$ cat config.mk
export PLATFORM = sky130hd
export DESIGN_NAME = box_blur_line_filter
export DESIGN_NICKNAME = d
export VERILOG_FILES = /design/src/hw/rtl/bbl_pkg.sv /design/src/hw/rtl/bbl_lane.sv /design/src/hw/rtl/bbl_seq.sv /design/src/hw/rtl/box_blur_line_filter.sv
export SDC_FILE = /design/constraint.sdc
export NUM_CORES = 2
export LEC_CHECK = 0
export BUFFER_PORTS_ARGS = -buffer_cell sky130_fd_sc_hd__buf_2
export CAP_MARGIN = 25
export CORE_MARGIN = 4
export CORE_UTILIZATION = 60
export CTS_CLUSTER_DIAMETER = 80
export DETAILED_ROUTE_END_ITERATION = 6
export PLACE_DENSITY_LB_ADDON = 0.12
export RECOVER_POWER = 50
export SYNTH_ARGS = -nofsm -noshare
export SYNTH_HDL_FRONTEND = slang
export SYNTH_SLANG_ARGS = --single-unit
$ cat constraint.sdc
create_clock -name clock -period 24 [get_ports clock]
set_clock_uncertainty 0.15 [all_clocks]
set_input_delay 1.2 -clock clock [delete_from_list [all_inputs] [get_ports clock]]
set_output_delay 1.2 -clock clock [all_outputs]
set_load 0.02 [all_outputs]
$ cat src/hw/rtl/bbl_pkg.sv
package bbl_pkg;

   // Pixel geometry: three 8-bit channels, red in lane 0.
   localparam int PIX_W = 8;
   localparam int CH_N = 3;
   localparam int PIX_MAX = (1 << PIX_W) - 1;

   // The quotient is one pixel wide, and the divider resolves one bit per stage.
   localparam int DIV_STAGES = PIX_W;

   // Radius register width and its value after reset.
   localparam int CSR_W = 5;
   localparam int RADIUS_RESET = 31;

   typedef logic [CH_N-1:0][PIX_W-1:0] bbl_pix_type;

   typedef struct packed {
      logic [PIX_W-1:0] red_in;
      logic [PIX_W-1:0] green_in;
      logic [PIX_W-1:0] blue_in;
      logic             line_end;
   } bbl_req_type;

   typedef struct packed {
      logic [PIX_W-1:0] red_out;
      logic [PIX_W-1:0] green_out;
      logic [PIX_W-1:0] blue_out;
      logic             last_of_line;
   } bbl_rsp_type;

   // Command from the sequencer to the channel lanes.
   typedef struct packed {
      logic clear;
      logic sub;
      logic emit;
      logic last;
   } bbl_cmd_type;

   typedef enum logic [1:0] {
      SEQ_IDLE,
      SEQ_STEP,
      SEQ_FLUSH_RD,
      SEQ_FLUSH_UPD
   } bbl_state_type;

endpackage

$ cat src/hw/rtl/bbl_lane.sv
module bbl_lane
   import bbl_pkg::*;
#(
   parameter int MAX_RADIUS = 31,
   localparam int RAD_W = $clog2(MAX_RADIUS + 1)
) (
   input  logic                  clock,
   input  logic                  upd,
   input  logic                  adv,
   input  bbl_cmd_type           cmd,
   input  logic [RAD_W:0]        k,
   input  logic [PIX_W-1:0]      px,
   input  logic [PIX_W-1:0]      leave,
   input  logic [RAD_W:0]        span,
   output logic [PIX_W-1:0]      quo
);

   localparam int WIN_W = RAD_W + 1;
   localparam int SUM_W = $clog2((2 * MAX_RADIUS + 1) * PIX_MAX + 1);
   localparam int PRD_W = PIX_W + WIN_W;

   logic [SUM_W-1:0] sum_ff;
   logic [SUM_W-1:0] sum_in;
   logic [SUM_W-1:0] base;
   logic [SUM_W-1:0] drop;
   logic [PRD_W-1:0] prod;

   logic [SUM_W-1:0] rem_ff [DIV_STAGES];
   logic [PIX_W-1:0] quo_ff [1:DIV_STAGES];
   logic [SUM_W-1:0] dvs    [DIV_STAGES];
   logic [SUM_W-1:0] rem_nx [DIV_STAGES-1];
   logic             ge     [DIV_STAGES];

   // Running window sum: optional clear, drop the leaving pixel, add k copies of the new one.
   always_comb begin
      base = cmd.clear ? '0 : sum_ff;
      drop = cmd.sub ? SUM_W'(leave) : '0;
      prod = PRD_W'(px) * PRD_W'(k);
      sum_in = base - drop + SUM_W'(prod);
   end

   always_ff @(posedge clock) begin
      if (upd) begin
         sum_ff <= sum_in;
      end
   end

   // Restoring division by the span, one quotient bit per stage, MSB first.
   always_comb begin
      for (int j = 0; j < DIV_STAGES; j++) begin
         dvs[j] = SUM_W'(span) << (DIV_STAGES - 1 - j);
         ge[j] = rem_ff[j] >= dvs[j];
      end
      for (int j = 0; j < DIV_STAGES - 1; j++) begin
         rem_nx[j] = ge[j] ? rem_ff[j] - dvs[j] : rem_ff[j];
      end
   end

   always_ff @(posedge clock) begin
      if (adv) begin
         rem_ff[0] <= sum_in;
         quo_ff[1] <= PIX_W'(ge[0]);
         for (int j = 1; j < DIV_STAGES; j++) begin
            rem_ff[j] <= rem_nx[j-1];
            quo_ff[j+1] <= {quo_ff[j][PIX_W-2:0], ge[j]};
         end
      end
   end

   assign quo = quo_ff[DIV_STAGES];

endmodule

$ cat src/hw/rtl/bbl_seq.sv
module bbl_seq
   import bbl_pkg::*;
#(
   parameter int MAX_RADIUS = 31,
   localparam int RAD_W = $clog2(MAX_RADIUS + 1)
) (
   input  logic              clock,
   input  logic              reset,
   input  logic              csr_we,
   input  logic [CSR_W-1:0]  csr_wdata,
   input  logic              req_valid,
   output logic              req_ready,
   input  bbl_req_type       req_data,
   input  logic              adv,
   output logic              go,
   output bbl_cmd_type       cmd,
   output logic [RAD_W:0]    k,
   output bbl_pix_type       px,
   output bbl_pix_type       leave,
   output logic [RAD_W:0]    span
);

   localparam int WIN_MAX = 2 * MAX_RADIUS + 1;
   localparam int WIN_W = RAD_W + 1;
   localparam int PTR_W = $clog2(WIN_MAX);
   localparam int RAD_RST = (RADIUS_RESET > MAX_RADIUS) ? MAX_RADIUS : RADIUS_RESET;

   bbl_state_type    state_ff, state_in;
   logic [RAD_W-1:0] rad_ff, rad_in;
   logic [WIN_W-1:0] n_ff, n_in;
   logic [PTR_W-1:0] ptr_ff, ptr_in;
   logic [PTR_W-1:0] last_ptr_ff, last_ptr_in;
   logic [RAD_W-1:0] m_ff, m_in;
   bbl_pix_type      px_ff, px_in;
   logic             end_ff, end_in;
   bbl_pix_type      first_ff, first_in;
   bbl_pix_type      rd_ff;

   bbl_pix_type      mem [WIN_MAX];
   logic             mem_we;
   logic             rd_en;
   logic [PTR_W-1:0] rd_addr;
   bbl_pix_type      req_pix;

   logic [WIN_W-1:0] r_w;
   logic [WIN_W-1:0] back;
   logic [WIN_W:0]   fl_sum;
   logic [PTR_W-1:0] fl_addr;
   logic [PTR_W-1:0] ptr_inc;
   logic [WIN_W-1:0] k_base;
   logic [WIN_W-1:0] k_extra;
   logic [RAD_W-1:0] rad_wr;
   logic             n0;
   logic             n_lt_r;

   assign req_pix = bbl_pix_type'({req_data.blue_in, req_data.green_in, req_data.red_in});
   assign px = px_ff;

   // Window geometry and the flush read address, lastpos - (m + r) modulo the span.
   always_comb begin
      r_w = WIN_W'(rad_ff);
      span = {rad_ff, 1'b1};
      n0 = n_ff == '0;
      n_lt_r = n_ff < r_w;
      back = WIN_W'(m_ff) + r_w;
      fl_sum = (WIN_W+1)'(last_ptr_ff) + (WIN_W+1)'(span) - (WIN_W+1)'(back);
      fl_addr = (fl_sum >= (WIN_W+1)'(span)) ? PTR_W'(fl_sum - (WIN_W+1)'(span))
                                             : PTR_W'(fl_sum);
      ptr_inc = (ptr_ff == PTR_W'(span - 1'b1)) ? '0 : ptr_ff + 1'b1;
      k_base = n0 ? r_w + 1'b1 : WIN_W'(1);
      k_extra = (end_ff && n_lt_r) ? r_w - n_ff : '0;
      if (csr_wdata == '0) begin
         rad_wr = RAD_W'(1);
      end else if (32'(csr_wdata) > MAX_RADIUS) begin
         rad_wr = RAD_W'(MAX_RADIUS);
      end else begin
         rad_wr = RAD_W'(csr_wdata);
      end
   end

   // Next state and lane commands.
   always_comb begin
      state_in = state_ff;
      rad_in = rad_ff;
      n_in = n_ff;
      ptr_in = ptr_ff;
      last_ptr_in = last_ptr_ff;
      m_in = m_ff;
      px_in = px_ff;
      end_in = end_ff;
      first_in = first_ff;
      req_ready = 1'b0;
      go = 1'b0;
      cmd = '0;
      k = WIN_W'(1);
      leave = rd_ff;
      mem_we = 1'b0;
      rd_en = 1'b0;
      rd_addr = ptr_ff;
      case (state_ff)
         SEQ_IDLE: begin
            req_ready = 1'b1;
            if (req_valid) begin
               // Store the pixel and fetch the slot it replaces in the same cycle.
               mem_we = 1'b1;
               rd_en = 1'b1;
               px_in = req_pix;
               end_in = req_data.line_end;
               last_ptr_in = ptr_ff;
               ptr_in = ptr_inc;
               if (n0) begin
                  first_in = req_pix;
               end
               state_in = SEQ_STEP;
            end
         end
         SEQ_STEP: begin
            leave = (n_ff >= span) ? rd_ff : first_ff;
            cmd.clear = n0;
            cmd.sub = n_ff > r_w;
            cmd.emit = end_ff || !n_lt_r;
            cmd.last = end_ff && n0;
            k = k_base + k_extra;
            if (adv) begin
               go = 1'b1;
               if (!end_ff) begin
                  n_in = (n_ff == WIN_W'(WIN_MAX)) ? n_ff : n_ff + 1'b1;
                  state_in = SEQ_IDLE;
               end else if (n0) begin
                  n_in = '0;
                  ptr_in = '0;
                  state_in = SEQ_IDLE;
               end else begin
                  m_in = n_lt_r ? RAD_W'(n_ff) : rad_ff;
                  state_in = SEQ_FLUSH_RD;
               end
            end
         end
         SEQ_FLUSH_RD: begin
            rd_en = 1'b1;
            rd_addr = fl_addr;
            state_in = SEQ_FLUSH_UPD;
         end
         SEQ_FLUSH_UPD: begin
            // Positions before the line start take the first pixel.
            leave = (n_ff < back) ? first_ff : rd_ff;
            cmd.sub = 1'b1;
            cmd.emit = 1'b1;
            cmd.last = m_ff == RAD_W'(1);
            if (adv) begin
               go = 1'b1;
               m_in = m_ff - 1'b1;
               if (m_ff == RAD_W'(1)) begin
                  n_in = '0;
                  ptr_in = '0;
                  state_in = SEQ_IDLE;
               end else begin
                  state_in = SEQ_FLUSH_RD;
               end
            end
         end
         default: begin
            state_in = SEQ_IDLE;
         end
      endcase
      // A radius write abandons the line in progress.
      if (csr_we) begin
         rad_in = rad_wr;
         n_in = '0;
         ptr_in = '0;
      end
   end

   always_ff @(posedge clock) begin
      if (reset) begin
         state_ff <= SEQ_IDLE;
         rad_ff <= RAD_W'(RAD_RST);
         n_ff <= '0;
         ptr_ff <= '0;
      end else begin
         state_ff <= state_in;
         rad_ff <= rad_in;
         n_ff <= n_in;
         ptr_ff <= ptr_in;
      end
   end

   always_ff @(posedge clock) begin
      last_ptr_ff <= last_ptr_in;
      m_ff <= m_in;
      px_ff <= px_in;
      end_ff <= end_in;
      first_ff <= first_in;
   end

   // Window store: one write and one registered read per cycle, read before write.
   always_ff @(posedge clock) begin
      if (mem_we) begin
         mem[ptr_ff] <= req_pix;
      end
      if (rd_en) begin
         rd_ff <= mem[rd_addr];
      end
   end

endmodule

$ cat src/hw/rtl/box_blur_line_filter.sv
// Channel  Ports                          Direction  Moves
// req      req_valid/req_ready/req_data   in         one pixel per beat, line_end marks the last
// rsp      rsp_valid/rsp_ready/rsp_data   out        one blurred pixel per beat
// csr      csr_we/csr_wdata               in         radius, written at once, no wait
//
// A pixel is taken in the idle state, which stores it and reads the slot it replaces, and
// the step state updates the running sums before the next pixel is taken. Each flushed
// output at the line end takes a read state and an update state; the store has one read port.
// After its update a result passes the divider stages and then the output register to rsp.
// Reset is synchronous and needs no clearing pass; an unwritten window slot is never used.
// A stall on rsp holds the divider and the sequencer; one more pixel is taken meanwhile.
module box_blur_line_filter
   import bbl_pkg::*;
#(
   parameter int MAX_RADIUS = 31
) (
   input  logic                        clock,
   input  logic                        reset,
   input  logic                        req_valid,
   output logic                        req_ready,
   input  bbl_req_type                 req_data,
   output logic                        rsp_valid,
   input  logic                        rsp_ready,
   output bbl_rsp_type                 rsp_data,
   input  logic                        csr_we,
   input  logic [CSR_W-1:0]            csr_wdata
);

   localparam int RAD_W = $clog2(MAX_RADIUS + 1);

   logic             adv;
   logic             go;
   bbl_cmd_type      cmd;
   logic [RAD_W:0]   k;
   logic [RAD_W:0]   span;
   bbl_pix_type      px;
   bbl_pix_type      leave;
   logic [PIX_W-1:0] quo [CH_N];

   logic             v_ff [DIV_STAGES+1];
   logic             l_ff [DIV_STAGES+1];
   logic             rsp_valid_ff, rsp_valid_in;
   bbl_rsp_type      rsp_data_ff, rsp_data_in;

   // The whole datapath moves when the output register is free or being emptied.
   assign adv = !rsp_valid_ff || rsp_ready;

   bbl_seq #(
      .MAX_RADIUS(MAX_RADIUS)
   ) u_seq (
      .clock(clock),
      .reset(reset),
      .csr_we(csr_we),
      .csr_wdata(csr_wdata),
      .req_valid(req_valid),
      .req_ready(req_ready),
      .req_data(req_data),
      .adv(adv),
      .go(go),
      .cmd(cmd),
      .k(k),
      .px(px),
      .leave(leave),
      .span(span)
   );

   // One lane per colour channel.
   for (genvar ch = 0; ch < CH_N; ch++) begin : g_lane
      bbl_lane #(
         .MAX_RADIUS(MAX_RADIUS)
      ) u_lane (
         .clock(clock),
         .upd(go),
         .adv(adv),
         .cmd(cmd),
         .k(k),
         .px(px[ch]),
         .leave(leave[ch]),
         .span(span),
         .quo(quo[ch])
      );
   end

   // Valid and last flags travel beside the lane dividers.
   always_ff @(posedge clock) begin
      if (reset) begin
         for (int j = 0; j <= DIV_STAGES; j++) begin
            v_ff[j] <= 1'b0;
         end
      end else if (adv) begin
         v_ff[0] <= go && cmd.emit;
         for (int j = 1; j <= DIV_STAGES; j++) begin
            v_ff[j] <= v_ff[j-1];
         end
      end
   end

   always_ff @(posedge clock) begin
      if (adv) begin
         l_ff[0] <= cmd.last;
         for (int j = 1; j <= DIV_STAGES; j++) begin
            l_ff[j] <= l_ff[j-1];
         end
      end
   end

   // Merge the three lane quotients into one output beat.
   always_comb begin
      rsp_valid_in = rsp_valid_ff;
      rsp_data_in = rsp_data_ff;
      if (adv) begin
         rsp_valid_in = v_ff[DIV_STAGES];
         rsp_data_in.red_out = quo[0];
         rsp_data_in.green_out = quo[1];
         rsp_data_in.blue_out = quo[2];
         rsp_data_in.last_of_line = l_ff[DIV_STAGES];
      end
   end

   always_ff @(posedge clock) begin
      if (reset) begin
         rsp_valid_ff <= 1'b0;
      end else begin
         rsp_valid_ff <= rsp_valid_in;
      end
   end

   always_ff @(posedge clock) begin
      rsp_data_ff <= rsp_data_in;
   end

   assign rsp_valid = rsp_valid_ff;
   assign rsp_data = rsp_data_ff;

   // The lanes are only updated while the pipeline moves.
   a_go_adv: assert property (@(posedge clock) disable iff (reset) go |-> adv)
      else $error("lane update while the divider pipeline is held");

   // No lane update while the sequencer is waiting for a pixel.
   a_idle_quiet: assert property (@(posedge clock) disable iff (reset) req_ready |-> !go)
      else $error("lane update while idle");

   // After the final output of a line the sequencer takes input again.
   a_last_idle: assert property (@(posedge clock) disable iff (reset)
      (go && cmd.last) |=> req_ready)
      else $error("sequencer not idle after the last output of a line");

endmodule
==> flow_metrics.env <==
export IMPL_status="complete, but fails checks"
export IMPL_violations="capacitance limit, slew limit"
export IMPL_whs_ns=0.261
export IMPL_cellLeakagePower_nw=37.4
export IMPL_ios=62
export IMPL_drt_initial_drc_count=5678
export IMPL_drv_slew=2130
export IMPL_coreArea_um2=158000
export IMPL_ys_warn_count=0
export IMPL_synth_cells=6411
export IMPL_postCtsHoldBufs=0
export IMPL_grt_pass1_wl_um=343000
export IMPL_ant_nets=0
export IMPL_cts_root_buf="clkbuf_16"
export IMPL_post_cts_resized=0
export IMPL_io_buffers=61
export IMPL_p_per_area_nw_per_um2=104
export IMPL_multiInputGateArea_um2=29300
export IMPL_cts_setup_buffers=0
export IMPL_tns_ns=0
export IMPL_critPathBufInv=4
export IMPL_crit_path_max_incr_delay_ns=6.45
export IMPL_rrSetupSlack_ns=11.39
export IMPL_post_dp_cell_area_um2=98700
export IMPL_synth_top_cells_by_area="edfxtp_1 67%, mux2i_1 3.8%, ha_1 3.6%, fa_1 3.4%, a211oi_1 2.3%"
export IMPL_grt_setup_unrepaired="false"
export IMPL_max_clock_freq_mhz=79.1
export IMPL_grt_pass1_vias=54300
export IMPL_worst_hold_path_type="flip-flop to flip-flop"
export IMPL_avgSynthCellArea_um2=14.9
export IMPL_stdcell_count=8801
export IMPL_start_util=0.603
export IMPL_path_cells="buf_2 > nor2b_1 > clkinvlp_2 > clkbuf_1 > buf_4"
export IMPL_synth_distinct_cells=80
export IMPL_clk_latency_ns=0.87
export IMPL_firstDrtPassIters=5
export IMPL_final_area_um2=105000
export IMPL_layout_common_cells="2125 x edfxtp_1, 569 x nand2_1, 363 x mux2i_1, 293 x a211oi_1, 271 x ha_1"
export IMPL_worstSetupStartpointType="input port"
export IMPL_r2r_cells=4
export IMPL_synth_edf_count=2125
export IMPL_setup_slack_ns=11.36
export IMPL_finalHoldViolCount=0
export IMPL_chipHeight_um=407
export IMPL_period_minus_slack_ns=12.64
export IMPL_worst_setup_path_type="input port to flip-flop"
export IMPL_synth_top_area_share=0.669
export IMPL_gr_total_overflow=0
export IMPL_async_flop_share=0
export IMPL_dieWidth_um=407
export IMPL_dp_hpwl_um=137000
export IMPL_synthFlopType="edfxtp_1"
export IMPL_r2r_end="g_lane[2].u_lane.rem_ff[1][41]"
export IMPL_synth_seq_cells=2145
export IMPL_n_fill_cell=11000
export IMPL_antenna_found_initial=4
export IMPL_worstPathRequired_ns=24.31
export IMPL_hold_start="g_lane[0].u_lane.quo_ff[6][4]"
export IMPL_cts_sinks=2145
export IMPL_pre_cts_ws_ns=15.09
export IMPL_htreeDepth=4
export IMPL_drc=0
export IMPL_avgViaCountPerCell=6.24
export IMPL_wl_per_cell_um=26.0
export IMPL_slew_headroom=-5.06
export IMPL_synth_nets=6878
export IMPL_min_to="g_lane[0].u_lane.quo_ff[7][5]"
export IMPL_period_share=0.527
export IMPL_cp_top_family="buffers and inverters"
export IMPL_finalSetupViolCount=0
export IMPL_hold_depth=0
export IMPL_clk_path_buf_depth=3
export IMPL_tritoncts="yes"
export IMPL_num_rows=146
export IMPL_regArea_um2=64200
export IMPL_max_cap_violations=33
export IMPL_peakVddDrop_uv=96.3
export IMPL_clk_pin_slew_ns=0.06
export IMPL_nets=7022
export IMPL_final_common_cell="edfxtp_1"
export IMPL_synth_seq_area_share=0.673
export IMPL_track_usage=0.278
export IMPL_syn_to_final_growth_pct=10.3
export IMPL_setup_worst_path_end_class="flip-flop"
export IMPL_num_vias=55000
export IMPL_worst_slew_pin_slew_ns=9.08
export IMPL_slowest_stage="clkbuf_1"
export IMPL_r2r_start="rsp_valid"
export IMPL_die_area_um2=165000
export IMPL_dp_cells=8411
export IMPL_synth_top_area_cell="edfxtp_1"
export IMPL_layout_drive_gt1_share=0.104
export IMPL_cp_max_fo=179
export IMPL_wl_um=229000
export IMPL_gp_congestion=0.866
export IMPL_numCtsBuffers=212
export IMPL_cp_arrival_ns=12.95
export IMPL_netlist_area_um2=95400
export IMPL_grt_start_max_net_pins=180
==> kinds of logic (layout without fill, tap and decap cells) <==
| family | after synthesis | after routing | share of synthesized area |
|---|---|---|---|
| muxes | 512 | 512 | 0.0637 |
| AOI/OAI and AO/OA | 916 | 916 | 0.0651 |
| DFF | 2145 | 2145 | 0.673 |
| other | 0 | 2 | 0 |
| adders and majority gates | 432 | 432 | 0.0693 |
| and+or+nand+nor | 1613 | 1613 | 0.0835 |
| buffers and inverters | 563 | 879 | 0.0240 |
| xor gates and xnor gates | 230 | 230 | 0.0212 |
==> metrics by stage <==
| step | utilization | power [mW] |
|---|---|---|
| floorplan | - | 7.08 |
| global placement | 0.624 | 7.72 |
| detailed placement | 0.624 | 7.80 |
| CTS | 0.666 | 11.0 |
| global route | 0.665 | 11.6 |
| finish | 0.665 | 10.9 |
==> synth_stat cells, types with 15 or more instances <==
library cell,number
edfxtp_1,2125
nand2_1,570
mux2i_1,363
a211oi_1,293
ha_1,271
inv_1,264
nor2_1,253
a21oi_1,235
clkbuf_1,199
fa_1,161
and3_1,154
nand3_1,143
xnor2_1,140
and2_1,113
o21ai_0,99
xor2_1,89
nor4_1,84
mux2_2,81
nor3_1,78
mux4_2,68
buf_2,59
a21o_1,57
nand4_1,51
a22oi_1,45
nor2b_1,44
o21bai_1,35
o22ai_1,26
o2111a_1,23
and4b_1,22
nand2b_1,21
buf_4,20
dfxtp_1,20
buf_1,15
==> area by class of cell <==
type	instances	area share
inverter	265	0.00946
sequential	2145	0.610
multi-input combinational	3703	0.278
clock buffer	265	0.0525
tap	2072	0.0246
antenna	2	0.0000476
timing repair buffer	228	0.0137
clock inverter	121	0.0110
==> registers in the layout, indices dropped and copies added (netlist names) <==
register,count
g_lane.u_lane.quo_ff,108
g_lane.u_lane.rem_ff,336
g_lane.u_lane.sum_ff,42
l_ff,9
rsp_data,25
rsp_valid,1
u_seq.end_ff,1
u_seq.first_ff,24
u_seq.last_ptr_ff,6
u_seq.m_ff,5
u_seq.mem,1512
u_seq.n_ff,6
u_seq.ptr_ff,6
u_seq.px,24
u_seq.rad_ff,5
u_seq.rd_ff,24
u_seq.state_ff,2
v_ff,9
==> power breakdown <==
group          total (mW)  internal [mW]  switching, mW
logic                2.59           1.12           1.47
clock network        3.20           1.81           1.39
registers            5.14           4.88          0.260
==> worst max-delay path by stage <==
stage | start | endpoint | cells past startpoint
after floorplan | rsp_ready | u_seq.state_ff[1] | 6
after global placement | u_seq.rad_ff[0] | u_seq.rd_ff[0] | 26
after detailed placement | u_seq.rad_ff[0] | g_lane[2].u_lane.rem_ff[0][13] | 35
after CTS | u_seq.rad_ff[0] | g_lane[2].u_lane.sum_ff[13] | 35
after global routing | rsp_valid | g_lane[2].u_lane.rem_ff[1][38] | 4
final | rsp_ready | g_lane[2].u_lane.rem_ff[1][41] | 5
==> routing by layer <==
layer	share of wire	global-route usage	wire length (µm)	vias up
met5	0.00013	0	30	-
met4	0.042	0.111	9580	4
met3	0.075	0.0440	17200	422
met2	0.49	0.462	112000	2209
met1	0.39	0.373	89900	27700
li1	-	-	-	24600
Note: power is estimated with default switching activity, not from simulation.
